[src/rtl/tbn_pkg.sv]
// ============================================================================
// tbn_pkg: shared types, codes and role arithmetic for the barrier node
// Holds field widths, role/phase/action codes, the controller command and
// status words, and the functions that derive a node's role in a round.
// ============================================================================
package tbn_pkg;

  localparam int MAX_NODES = 64;

  localparam int RANK_W  = 6;
  localparam int COUNT_W = 7;
  localparam int ROUND_W = 3;
  localparam int ACT_W   = 2;
  localparam int IDX_W   = 2;
  localparam int OPP_W   = 8;

  // Configuration register indexes.
  localparam logic [IDX_W-1:0] REG_NODE_RANK  = 2'd0;
  localparam logic [IDX_W-1:0] REG_NODE_COUNT = 2'd1;

  // Role of this node in one round.
  localparam logic [1:0] ROLE_NONE     = 2'd0;
  localparam logic [1:0] ROLE_WINNER   = 2'd1;
  localparam logic [1:0] ROLE_LOSER    = 2'd2;
  localparam logic [1:0] ROLE_CHAMPION = 2'd3;

  // Barrier phase.
  localparam logic [1:0] PH_IDLE       = 2'd0;
  localparam logic [1:0] PH_WAIT_TOKEN = 2'd1;
  localparam logic [1:0] PH_WAIT_WAKE  = 2'd2;

  // Result actions.
  localparam logic [ACT_W-1:0] ACT_SEND    = 2'd0;
  localparam logic [ACT_W-1:0] ACT_RELEASE = 2'd1;
  localparam logic [ACT_W-1:0] ACT_FLAG    = 2'd2;

  // Round counter operations.
  localparam logic [2:0] K_KEEP    = 3'd0;
  localparam logic [2:0] K_ONE     = 3'd1;
  localparam logic [2:0] K_CUR_DEC = 3'd2;
  localparam logic [2:0] K_CUR_INC = 3'd3;
  localparam logic [2:0] K_INC     = 3'd4;
  localparam logic [2:0] K_DEC     = 3'd5;

  // Phase register operations.
  localparam logic [1:0] PHOP_KEEP  = 2'd0;
  localparam logic [1:0] PHOP_TOKEN = 2'd1;
  localparam logic [1:0] PHOP_WAKE  = 2'd2;
  localparam logic [1:0] PHOP_CLEAR = 2'd3;

  typedef struct packed {
    logic             in_ready;
    logic             sel_cur;
    logic [2:0]       k_op;
    logic [1:0]       ph_op;
    logic             emit;
    logic [ACT_W-1:0] emit_act;
    logic             emit_last;
  } tbn_cmd_t;

  typedef struct packed {
    logic       in_valid;
    logic       req_type;
    logic [1:0] phase;
    logic       rank_bad;
    logic       token_ok;
    logic [1:0] role;
    logic       k_past;
    logic       k_zero;
    logic       out_free;
  } tbn_status_t;

  typedef struct packed {
    logic [1:0]       role;
    logic [OPP_W-1:0] opp;
  } role_info_t;

  // Node count clamped to [2, MAX_NODES].
  function automatic logic [COUNT_W-1:0] eff_count(input logic [COUNT_W-1:0] c);
    logic [COUNT_W-1:0] r;
    r = c;
    if (c < COUNT_W'(2)) r = COUNT_W'(2);
    else if (c > COUNT_W'(MAX_NODES)) r = COUNT_W'(MAX_NODES);
    return r;
  endfunction

  // Smallest number of rounds whose span covers the node count.
  function automatic logic [ROUND_W-1:0] round_total(input logic [COUNT_W-1:0] p);
    logic [ROUND_W-1:0] t;
    logic               found;
    t     = '0;
    found = 1'b0;
    for (int i = 0; i < COUNT_W; i++) begin
      if (!found && ((OPP_W'(1) << i) >= OPP_W'(p))) begin
        t     = ROUND_W'(i);
        found = 1'b1;
      end
    end
    return t;
  endfunction

  // Role and opponent of a node in round k.
  function automatic role_info_t role_of(input logic [RANK_W-1:0]  rank,
                                         input logic [COUNT_W-1:0] p,
                                         input logic [ROUND_W-1:0] k);
    logic [OPP_W-1:0] r8;
    logic [OPP_W-1:0] p8;
    logic [OPP_W-1:0] full;
    logic [OPP_W-1:0] half;
    logic [OPP_W-1:0] mask;
    role_info_t       ri;
    r8      = OPP_W'(rank);
    p8      = OPP_W'(p);
    full    = OPP_W'(1) << k;
    half    = full >> 1;
    mask    = full - OPP_W'(1);
    ri.role = ROLE_NONE;
    ri.opp  = '0;
    if (k != '0) begin
      if (r8 == '0 && full >= p8) begin
        ri.role = ROLE_CHAMPION;
        ri.opp  = r8 + half;
      end else if ((r8 & mask) == '0) begin
        if ((r8 + half) < p8 && full < p8) begin
          ri.role = ROLE_WINNER;
          ri.opp  = r8 + half;
        end
      end else if ((r8 & mask) == half) begin
        ri.role = ROLE_LOSER;
        ri.opp  = r8 - half;
      end
    end
    return ri;
  endfunction

endpackage

[src/rtl/tbn_controller.sv]
// ============================================================================
// tbn_controller: sequencer of the barrier node
// Decides how a request is handled, then steps up through the rounds to
// climb, or down through the rounds to wake the beaten losers.
// ============================================================================
module tbn_controller import tbn_pkg::*; (
  input  logic        clk,
  input  logic        rst,
  input  tbn_status_t status,
  output tbn_cmd_t    cmd
);

  localparam logic [1:0] S_IDLE   = 2'd0;
  localparam logic [1:0] S_DECIDE = 2'd1;
  localparam logic [1:0] S_CLIMB  = 2'd2;
  localparam logic [1:0] S_WAKE   = 2'd3;

  logic [1:0] state;
  logic [1:0] state_next;

  always_comb begin
    cmd        = '0;
    state_next = state;
    case (state)
      S_IDLE: begin
        cmd.in_ready = 1'b1;
        if (status.in_valid) state_next = S_DECIDE;
      end
      S_DECIDE: begin
        cmd.sel_cur = 1'b1;
        if ((!status.req_type && (status.phase != PH_IDLE || status.rank_bad)) ||
            (status.req_type && (status.phase == PH_IDLE || !status.token_ok))) begin
          if (status.out_free) begin
            cmd.emit      = 1'b1;
            cmd.emit_act  = ACT_FLAG;
            cmd.emit_last = 1'b1;
            state_next    = S_IDLE;
          end
        end else if (!status.req_type) begin
          cmd.k_op   = K_ONE;
          state_next = S_CLIMB;
        end else if (status.phase == PH_WAIT_WAKE) begin
          cmd.k_op   = K_CUR_DEC;
          state_next = S_WAKE;
        end else if (status.role == ROLE_CHAMPION) begin
          // The champion wakes its last opponent before the lower rounds.
          if (status.out_free) begin
            cmd.emit     = 1'b1;
            cmd.emit_act = ACT_SEND;
            cmd.k_op     = K_CUR_DEC;
            state_next   = S_WAKE;
          end
        end else if (status.role == ROLE_WINNER) begin
          cmd.k_op   = K_CUR_INC;
          state_next = S_CLIMB;
        end else begin
          // Role lost through reconfiguration: finish the barrier.
          cmd.k_op   = K_CUR_DEC;
          state_next = S_WAKE;
        end
      end
      S_CLIMB: begin
        if (status.k_past) begin
          cmd.k_op   = K_DEC;
          state_next = S_WAKE;
        end else if (status.role == ROLE_WINNER || status.role == ROLE_CHAMPION) begin
          cmd.ph_op  = PHOP_TOKEN;
          state_next = S_IDLE;
        end else if (status.role == ROLE_LOSER) begin
          if (status.out_free) begin
            cmd.emit      = 1'b1;
            cmd.emit_act  = ACT_SEND;
            cmd.emit_last = 1'b1;
            cmd.ph_op     = PHOP_WAKE;
            state_next    = S_IDLE;
          end
        end else begin
          cmd.k_op = K_INC;
        end
      end
      S_WAKE: begin
        if (status.k_zero) begin
          if (status.out_free) begin
            cmd.emit      = 1'b1;
            cmd.emit_act  = ACT_RELEASE;
            cmd.emit_last = 1'b1;
            cmd.ph_op     = PHOP_CLEAR;
            state_next    = S_IDLE;
          end
        end else if (status.role == ROLE_WINNER) begin
          if (status.out_free) begin
            cmd.emit     = 1'b1;
            cmd.emit_act = ACT_SEND;
            cmd.k_op     = K_DEC;
          end
        end else begin
          cmd.k_op = K_DEC;
        end
      end
      default: state_next = S_IDLE;
    endcase
  end

  always_ff @(posedge clk) begin
    if (rst) state <= S_IDLE;
    else state <= state_next;
  end

endmodule

[config.mk]
export PLATFORM = sky130hd
export DESIGN_NAME = tbn_controller
export DESIGN_NICKNAME = d
export VERILOG_FILES = /design/src/rtl/tbn_pkg.sv /design/src/rtl/tbn_controller.sv
export SDC_FILE = /design/constraint.sdc
export NUM_CORES = 1
export LEC_CHECK = 0
export BUFFER_PORTS_ARGS = -buffer_cell sky130_fd_sc_hd__buf_4
export CAP_MARGIN = 20
export CORE_AREA = 2 2 39 41
export DETAILED_ROUTE_END_ITERATION = 12
export DIE_AREA = 0 0 41 43
export PLACE_DENSITY_LB_ADDON = 0.3
export SYNTH_ARGS = -nofsm -noshare
export SYNTH_HDL_FRONTEND = slang
export SYNTH_SLANG_ARGS = --single-unit
[constraint.sdc]
create_clock -name clk -period 2.14 [get_ports clk]
set_input_delay 0 -clock clk [delete_from_list [all_inputs] [get_ports clk]]
set_output_delay 0 -clock clk [all_outputs]
set_load 0.01 [all_outputs]
==> results of run 1 <==
## metal layers
| layer | GRT usage | share of wire |
|---|---|---|
| met5 | 0 | 0 |
| met4 | 0.03333 | 0 |
| met3 | 0.06283 | 0.079 |
| met2 | 0.1875 | 0.47 |
| met1 | 0.1847 | 0.45 |
## critical path, delay by kind of cell, from the launching register on
kind / cells / cell delay, ns
buf+inv: 1 / 0.11
compound gates: 3 / 0.58
flops: 1 / 0.35
simple gates: 1 / 0.44
## power by group through the flow
stage	Combinational [uW]	Sequential, uW	Clock, uW
6_report	114	45.5	84.2
5_1_grt	124	45.9	95.4
4_1_cts	115	45.6	89.0
3_5_place_dp	113	46.3	0
3_3_place_gp	114	45.9	0
2_1_floorplan	61.8	43.6	0
## cell type report
class,instances,area (sq um)
flip-flops and latches,2,40.04
fillers,157,783.3
clock buffers,3,22.52
repair buffers,26,197.7
multi-input cells,44,301.5
inverters,5,18.77
well taps,16,20.02
## cell usage after synthesis
cell	instances	area (sq um)
a21o_1	1	7.510
a21oi_1	1	5.000
a221oi_2	1	15.01
a31o_1	1	8.760
a31oi_1	1	6.260
a41o_1	2	20.02
and2b_1	1	7.510
and3_1	1	6.260
and3b_1	1	8.760
buf_4	1	7.510
clkbuf_1	3	11.26
dfxtp_1	2	40.04
inv_1	5	18.77
mux2i_1	1	10.01
nand2_1	4	15.01
nand2b_1	1	6.260
nand3_1	2	10.01
nand3b_1	1	7.510
nand4_1	2	12.51
nand4b_1	2	17.52
nor2_1	5	18.77
nor3_1	4	20.02
nor3b_1	1	7.510
nor4_1	1	6.260
o211a_1	1	10.01
o21ai_0	2	10.01
o31ai_1	3	22.52
o32ai_2	1	16.27
or2_2	1	6.260
or3b_1	1	8.760
or4_4	1	11.26
## how the worst max path moves through the flow
| stage | endpoint | slack, ns | from |
|---|---|---|---|
| floorplan | cmd[3] | 0.51 | state[1] |
| global placement | state[0] | 0.59 | state[0] |
| detailed placement | state[1] | 0.57 | state[0] |
| CTS | cmd[3] | 0.42 | state[0] |
| global route | cmd[3] | 0.33 | state[0] |
| finish | cmd[3] | 0.43 | state[0] |
## what timing repair did
item                                    in CTS  in global routing
hold buffers                                 1                  0
endpoints found under the hold margin        1                  0
endpoints found under the setup margin       0                  0
## cells by family (layout without fill, tap and decap cells)
kind of cell / count (synthesis) / in the layout / share of synthesized area
AND/OR/NAND/NOR: 29 / 29 / 0.4489
flip-flops: 2 / 2 / 0.1056
buffers and inverters: 9 / 34 / 0.09902
multiplexers: 1 / 1 / 0.02640
AO/OA/AOI/OAI: 14 / 14 / 0.3201
## stage by stage
step | hold slack [ns] | total power, uW | worst slack (ns) | area, sq um
floorplan | 0.06625 | 105.4 | 0.5120 | 379.1
global placement | 0.1792 | 159.5 | 0.5852 | 568.0
detailed placement | 0.1826 | 159.1 | 0.5723 | 568.0
CTS | 0.1558 | 249.2 | 0.4187 | 600.6
global route | 0.1813 | 265.1 | 0.3251 | 600.6
finish | 0.1714 | 243.8 | 0.4325 | 600.6
==> out/metrics.yaml, run 1 <==
die:
  initial_core_util: 0.2740
  die_w_um: 41
  die-area_sq_um: 1763
  core.rowCount: 14
  die_h_um: 43
  io_pins: 24
  core_area_sq_um: 1384
finish:
  final_common_cell: "buf_4"
  antenna_cells: 0
  top_register: "state"
  fin_nets: 95
  post-route-util: 0.4340
  final_cell_mix: "25 x buf_4, 5 x nor2_1, 5 x inv_1"
  top_regs: "state (2)"
  drive_gt1_frac: 0.4000
  largest_register_ffs: 2
  instances_no_fill: 96
  area_growth_pct: 58.42
power:
  p_sw_uw: 83.06
  p_sw_frac: 0.3407
  leakage_uw: 0.0003205
  combPwrFrac: 0.468
  p_per_area_nw_per_um2: 406.0
  ir_drop_v: 0.0002741
  p_int_uw: 160.7
  pwr-share-seq: 0.187
  p_clk_frac: 0.345
clock_tree:
  cts_tree: "built"
  htree_levels: 1
  clk_latency_ns: 0.23
  clockRootBuffer: "clkbuf_4"
  clock_sinks: 2
  postCtsSetupBuffers: 0
  cts_buffer_depth: 2
  cts-resized-gates: 0
  cts_made_buffers: 3
  clkTransAtPathRegs_ns: 0.03
route:
  dr.pass1.iters: 4
  ant_nets: 0
  vias: 488
  routed_wl_mm: 1.141
  first_iter_violations: 10
  avgRoutedWirePerCell_um: 11.89
  via_per_inst: 5.083
  route.detailed.drc: 0
critical_path:
  cp-start-kind: "flop"
  cp.arrival_ns: 1.71
  rr_endpoint: "state[1]"
  crit_fanout: 7
  reg2reg_depth: 4
  endpoint_kind: "output port"
  rrSetupSlack_ns: 0.58
  worst-endpoint-required_ns: 2.14
  critical_path_class: "reg2out"
  slowest_delay_ns: 0.44
  r2r_start: "state[0]"
  cp_slowest_cell: "or3b_1"
  crit_chain: "or3b_1 > o31ai_1 > a31o_1 > a41o_1 > buf_4"
logic_synthesis:
  yosysWarningCount: 0
  seq_area_frac_synth: 0.1056
  netlist_area_sq_um: 379.1
  syn_nets: 68
  synthCells: 55
  synth-seq-cells: 2
  synth_cell_types: 31
  syn_avg_cell_area_sq_um: 6.893
timing:
  worstMarginPinSlew_ns: 0.4286
  slew_headroom: 0.7129
  fin_crit_sh: 0.7979
  rsz0062_at_grt: "no"
  setup_viol: 0
  slew_viol_final: 0
  fmax_ghz: 0.5857
  final_hold_viol_count: 0
  min_period_ns: 1.707
  fin_tns_setup_ns: 0
  fin_skew_ns: 0.006081
placement:
  dp_cells: 92
  io_buffer_count: 23
  gp_congestion: 0.7398
  dpl.hpwl_um: 913.5
global_routing:
  overflow: 0
  grt_pass1_wl_mm: 1.662
  grt_max_degree: 12
  antenna_found_initial: 0
  gr-usage-all-layers: 0.1351
  grt_pass1_vias: 410
status:
  run_status: "complete, no violations"
run:
  drv_cap: 0
hold_path:
  min_to: "state[1]"
  min_from: "status[3]"
  whs_path_depth: 4
  hold_path.class: "in2reg"
Note: power is estimated with default switching activity, not from simulation.
==> run 2, diff against run 1 <==
==> constraint.sdc (replaced) <==
create_clock -name clk -period 1.8 [get_ports clk]
set_input_delay 0 -clock clk [delete_from_list [all_inputs] [get_ports clk]]
set_output_delay 0 -clock clk [all_outputs]
set_load 0.01 [all_outputs]
==> run 2 against run 1 <==
Effect of this change:
- non-clock buffer count increased by 1
- sequential share of layout area down 0.067 points
- flip-flop and latch count unchanged
- hold slack improved by 0.018 ns
- total power up 20%
- critical path depth did not move
- wire length grew 11%
- global-route usage rose by 1.5 points
- largest power group unchanged
- largest cell class unchanged
==> out/metrics.yaml, run 2 (synthesized netlist as in run 1, its figures left out) <==
finish:
  final_common_cell: "buf_4"
  top_register: "state"
  area_growth_pct: 65.02
  antenna_cells: 0  # unchanged
  design_area_sq_um: 625.6  # +4.2%
  final_cell_mix: "26 x buf_4, 5 x nor2_1, 5 x inv_1"
  fillers: 153  # -2.5%
  multi_input_area_sq_um: 317.8  # +5.4%
  largest_register_ffs: 2  # unchanged
  fin_nets: 96  # +1.1%
  instances_no_fill: 97  # +1.0%
  regArea_sq_um: 41.29  # +3.1%
  drive_gt1_frac: 0.4444  # +0.04444
  top_regs: "state (2)"
timing:
  slew_headroom: 0.7608  # +0.04782
  setup_viol: 0  # unchanged
  fin_skew_ns: 0.002240  # -0.003841 ns
  fin_tns_setup_ns: 0  # unchanged
  final_hold_viol_count: 0  # unchanged
  min_period_ns: 1.670
  fmax_ghz: 0.5987
  fin_crit_sh: 0.9279
  slew_viol_final: 0  # unchanged
  rsz0062_at_grt: "no"
  worstMarginPinSlew_ns: 0.3561  # -0.07247 ns
clock_tree:
  clock_sinks: 2  # unchanged
  postCtsSetupBuffers: 0  # unchanged
  clockRootBuffer: "clkbuf_4"
  cts_buffer_depth: 2  # unchanged
  cts_made_buffers: 3  # unchanged
  clk_latency_ns: 0.22  # about the same
  htree_levels: 1  # unchanged
  clkTransAtPathRegs_ns: 0.03  # about the same
  cts_tree: "built"
global_routing:
  grt_max_degree: 12  # unchanged
  overflow: 0  # unchanged
  grt_pass1_wl_mm: 1.904  # +15%
  antenna_found_initial: 0  # unchanged
  gr-usage-all-layers: 0.1503  # +0.01517
  grt_pass1_vias: 447  # +9.0%
route:
  top_layer: "met3"
  routed_wl_mm: 1.262  # +11%
  dr.pass1.iters: 4  # unchanged
  route.detailed.drc: 0  # unchanged
  wl_met2_um: 615  # +15%
  met1_length_um: 581  # +12%
  ant_nets: 0  # unchanged
  first_iter_violations: 15  # +5
  via_per_inst: 5.433  # +6.9%
  avgRoutedWirePerCell_um: 13.01  # +9.5%
  vias: 527  # +8.0%
  wl_met3_um: 65  # -28%
power:
  leakage_uw: 0.0003303  # +3.1%
  p_per_area_nw_per_um2: 469.3  # +16%
  ir_drop_v: 0.0002573  # -6.1%
run:
  drv_cap: 0  # unchanged
placement:
  gp_congestion: 0.8024  # +8.5%
  place_area_sq_um: 575.6  # +1.3%
  dp_cells: 93  # +1.1%
  io_buffer_count: 23  # unchanged
  dpl.hpwl_um: 949.5  # +3.9%
hold_path:
  whs_path_depth: 4  # unchanged
  min_from: "status[0]"
  hold_path.class: "in2reg"
  min_to: "state[1]"
critical_path:
  endpoint_kind: "output port"
  rr_endpoint: "state[1]"
  r2r_start: "state[0]"
  crit_fanout: 8  # +1
  crit_family: "compound AO/OA/AOI/OAI gates"
  worst-endpoint-required_ns: 1.80  # -0.34 ns
  cp_slowest_cell: "or3b_4"
  cp.arrival_ns: 1.67  # -0.04 ns
  cp-start-kind: "flop"
  crit_chain: "or3b_4 > o31ai_4 > a31o_1 > a41o_1 > buf_4"
  cp.buffers_inverters: 1  # unchanged
  slowest_delay_ns: 0.46  # +0.02 ns
  reg2reg_depth: 4  # unchanged
  critical_path_class: "reg2out"
  rrSetupSlack_ns: 0.16  # -0.42 ns
die:
  die_h_um: 43  # unchanged
  initial_core_util: 0.2740  # unchanged
  core.rowCount: 14  # unchanged
  die-area_sq_um: 1763  # unchanged
  die_w_um: 41  # unchanged
  io_pins: 24  # unchanged
  core_area_sq_um: 1384  # unchanged
status:
  run_status: "complete, no violations"
## run 2: how the worst max path moves through the flow
stage | from | endpoint | slack (ns) | cells past startpoint
floorplan | state[1] | cmd[3] | 0.17 | 5
global placement | state[0] | state[1] | 0.21 | 4
detailed placement | state[1] | state[0] | 0.17 | 4
CTS | state[0] | cmd[3] | 0.04 | 5
global route | state[0] | cmd[3] | 0.01 | 5
finish | state[0] | cmd[3] | 0.13 | 5
## run 2: layout make-up
| class | instances | share of cell area |
|---|---|---|
| inverters | 5 | 0.03000 |
| multi-input cells | 44 | 0.5080 |
| well taps | 16 | 0.03200 |
| repair buffers | 27 | 0.3280 |
| flip-flops and latches | 2 | 0.06600 |
| clock buffers | 3 | 0.03600 |
## run 2: worst register-to-register path, cell delays in order, from the launching register on
cell and delay [ns]:
dfxtp_1 0.47, or3b_4 0.23, o32ai_2 0.09, or4_4 0.49, a221oi_2 0.26
## run 2: what timing repair did
item	4_1_cts	5_1_grt
endpoints found under the hold margin	1	0
endpoints found under the setup margin	1	2
hold buffers	1	0
gates resized for setup	1	3
## run 2: power breakdown
group / internal, uW / total (uW) / switching [uW]
sequential: 49.0 / 57.8 / 8.89
combinational: 71.3 / 139 / 68.0
clock: 73.3 / 96.5 / 23.1
## run 2: stage by stage
stage / total power [uW] / hold WS, ns / utilization / setup slack (ns)
finish: 293.6 / 0.1892 / 0.4521 / 0.1298
global route: 319.1 / 0.1951 / 0.4521 / 0.01070
CTS: 297.0 / 0.1675 / 0.4403 / 0.03552
detailed placement: 191.8 / 0.1843 / 0.4159 / 0.1664
global placement: 193.0 / 0.1839 / 0.4159 / 0.2073
floorplan: 125.3 / 0.06625 / - / 0.1720
## run 2: metal layers
| layer | vias to the layer above | track usage |
|---|---|---|
| li1 | 262 | - |
| met1 | 251 | 0.2013 |
| met2 | 14 | 0.2406 |
| met3 | 0 | 0.03665 |
| met4 | 0 | 0.02000 |
| met5 | - | 0 |
==> run 3, diff against run 2 <==
--- a/config.mk
+++ b/config.mk
@@ -11,6 +11,7 @@
 export DETAILED_ROUTE_END_ITERATION = 12
 export DIE_AREA = 0 0 41 43
 export PLACE_DENSITY_LB_ADDON = 0.3
+export RECOVER_POWER = 50
 export SYNTH_ARGS = -nofsm -noshare
 export SYNTH_HDL_FRONTEND = slang
 export SYNTH_SLANG_ARGS = --single-unit
==> constraint.sdc (replaced) <==
create_clock -name clk -period 1.8 [get_ports clk]
set_input_delay 0.09 -clock clk [delete_from_list [all_inputs] [get_ports clk]]
set_output_delay 0.09 -clock clk [all_outputs]
set_load 0.01 [all_outputs]
==> run 3 against run 2 <==
Effect of this change:
- critical path depth stayed put
- non-clock buffer count is 2 lower
- design area down 5.4%
- first-iteration DRC count down 40%
- global-route usage grew 0.29 points
- total power down 1.2%
- utilization is 2.4 points lower
- sequential power fell by 6.2%
- combinational power shrank 4%
- die area is the same
- register-to-register slack better by 0.08 ns
- highest routed layer unchanged
==> out/metrics.yaml, run 3 (synthesized netlist as in run 1, its figures left out) <==
status:
  run_status: "complete, no violations"
placement:
  dp_cells: 92  # -1.1%
  place_area_sq_um: 568.0  # -1.3%
  gp_congestion: 0.7698  # -4.1%
  dpl.hpwl_um: 915.3  # -3.6%
  io_buffer_count: 23  # unchanged
  pre_cts_slack_ns: 0.2400  # +0.07355 ns
die:
  core_area_sq_um: 1384  # unchanged
  initial_core_util: 0.2740  # unchanged
  io_pins: 24  # unchanged
  core.rowCount: 14  # unchanged
  die-area_sq_um: 1763  # unchanged
  die_h_um: 43  # unchanged
  die_w_um: 41  # unchanged
clock_tree:
  clock_sinks: 2  # unchanged
  cts_tree: "built"
  cts_made_buffers: 3  # unchanged
  clkTransAtPathRegs_ns: 0.03  # about the same
  clk_latency_ns: 0.23  # about the same
  cts_buffer_depth: 2  # unchanged
  clockRootBuffer: "clkbuf_4"
  htree_levels: 1  # unchanged
finish:
  design_area_sq_um: 591.8  # -5.4%
  final_cell_mix: "21 x buf_4, 5 x nor2_1, 5 x inv_1"
  drive_gt1_frac: 0.3797  # -0.06470
  area_growth_pct: 56.11
  largest_register_ffs: 2  # unchanged
  antenna_cells: 0  # unchanged
  top_register: "state"
  top_regs: "state (2)"
  instances_no_fill: 95  # -2.1%
  final_common_cell: "buf_4"
  fin_nets: 94  # -2.1%
timing:
  fmax_ghz: 0.5872  # -1.9%
  fin_skew_ns: 0.003125  # +0.0008852 ns
  setup_viol: 0  # unchanged
  fin_tns_setup_ns: 0  # unchanged
  slew_viol_final: 0  # unchanged
  slew_headroom: 0.7243  # -0.03643
  rsz0062_at_grt: "no"
  min_period_ns: 1.703  # +0.03277 ns
  final_hold_viol_count: 0  # unchanged
  setup_ws_ns: 0.09702  # -0.03277 ns
  worstMarginPinSlew_ns: 0.4116  # +0.05547 ns
  fin_crit_sh: 0.9461  # +0.01821
route:
  routed_wl_mm: 1.206  # -4.4%
  dr.pass1.iters: 4  # unchanged
  via_per_inst: 5.316  # -2.2%
  first_iter_violations: 9  # -6
  ant_nets: 0  # unchanged
  route.detailed.drc: 0  # unchanged
  vias: 505  # -4.2%
  avgRoutedWirePerCell_um: 12.69  # -2.4%
critical_path:
  worst-endpoint-required_ns: 1.71  # -0.09 ns
  endpoint_kind: "output port"
  cp.arrival_ns: 1.61  # -0.06 ns
  cp-start-kind: "flop"
  crit_fanout: 7  # -1
  critical_path_class: "reg2out"
  reg2reg_depth: 4  # unchanged
power:
  p_sw_uw: 103.6  # +3.5%
  p_int_uw: 186.4  # -3.7%
  power_uw: 290.0  # -1.2%
  p_per_area_nw_per_um2: 490.0  # +4.4%
  combPwrFrac: 0.460  # -0.014
  pwr-share-seq: 0.187  # -0.010
  ir_drop_v: 0.0001636  # -36%
  p_clk_frac: 0.354  # +0.025
  p_sw_frac: 0.3572  # +0.01643
  leakage_uw: 0.0003046  # -7.8%
global_routing:
  antenna_found_initial: 0  # unchanged
  gr-usage-all-layers: 0.1532  # +0.002853
  grt_pass1_wl_mm: 1.932  # +1.5%
  grt_max_degree: 12  # unchanged
  overflow: 0  # unchanged
  grt_pass1_vias: 443  # -0.89%
hold_path:
  whs_path_depth: 2  # -2
  hold_path.class: "in2reg"
run:
  drv_cap: 0  # unchanged
-- run 3: through the flow --
stage	hold WS, ns	utilization
2_1_floorplan	0.1562	-
3_3_place_gp	0.2748	0.4105
3_5_place_dp	0.2724	0.4105
4_1_cts	0.03094	0.4268
5_1_grt	0.03046	0.4277
6_report	0.03790	0.4277
-- run 3: what timing repair did --
action	CTS	global route
gates resized for setup	0	3
hold buffers	0	0
buffers inserted	0	0
endpoints found under the setup margin	0	1
-- run 3: power groups by stage --
stage          sequential (uW)  clock (uW)  combinational, uW
4_1_cts                   53.9         108                135
5_1_grt                   55.2         112                146
6_report                  54.2         103                133
3_5_place_dp              54.8           0                135
2_1_floorplan             51.8           0               73.5
3_3_place_gp              54.1           0                136
-- run 3: layer usage --
metal  track usage  share of wire  vias up  wire length (um)
met5             0              0        -                 0
met3       0.01571          0.063        0                76
met4       0.04000              0        0                 0
li1              -              -      259                 -
met1        0.2102           0.46      229               559
met2        0.2438           0.47       17               571
-- run 3: layout make-up --
type | instances | area, sq um
Timing Repair Buffer | 25 | 172.7
Tap cell | 16 | 20.02
Inverter | 5 | 18.77
Multi-Input combinational cell | 44 | 317.8
Sequential cell | 2 | 40.04
Clock buffer | 3 | 22.52
Fill cell | 159 | 792.0
-- run 3: final timing paths --
path,start,endpoint,slack (ns)
worst max-delay path,state[0],cmd[3],0.1
worst max register to register,state[0],state[0],0.24
worst min-delay path,rst,state[1],0.04
worst min register to register,state[0],state[0],0.63
-- run 3: worst max-delay path: stages, from the launching register on --
cell and delay [ns]:
dfxtp_1 0.35, or3b_4 0.44, o31ai_4 0.24, a31o_1 0.15, a41o_1 0.10, buf_4 0.11
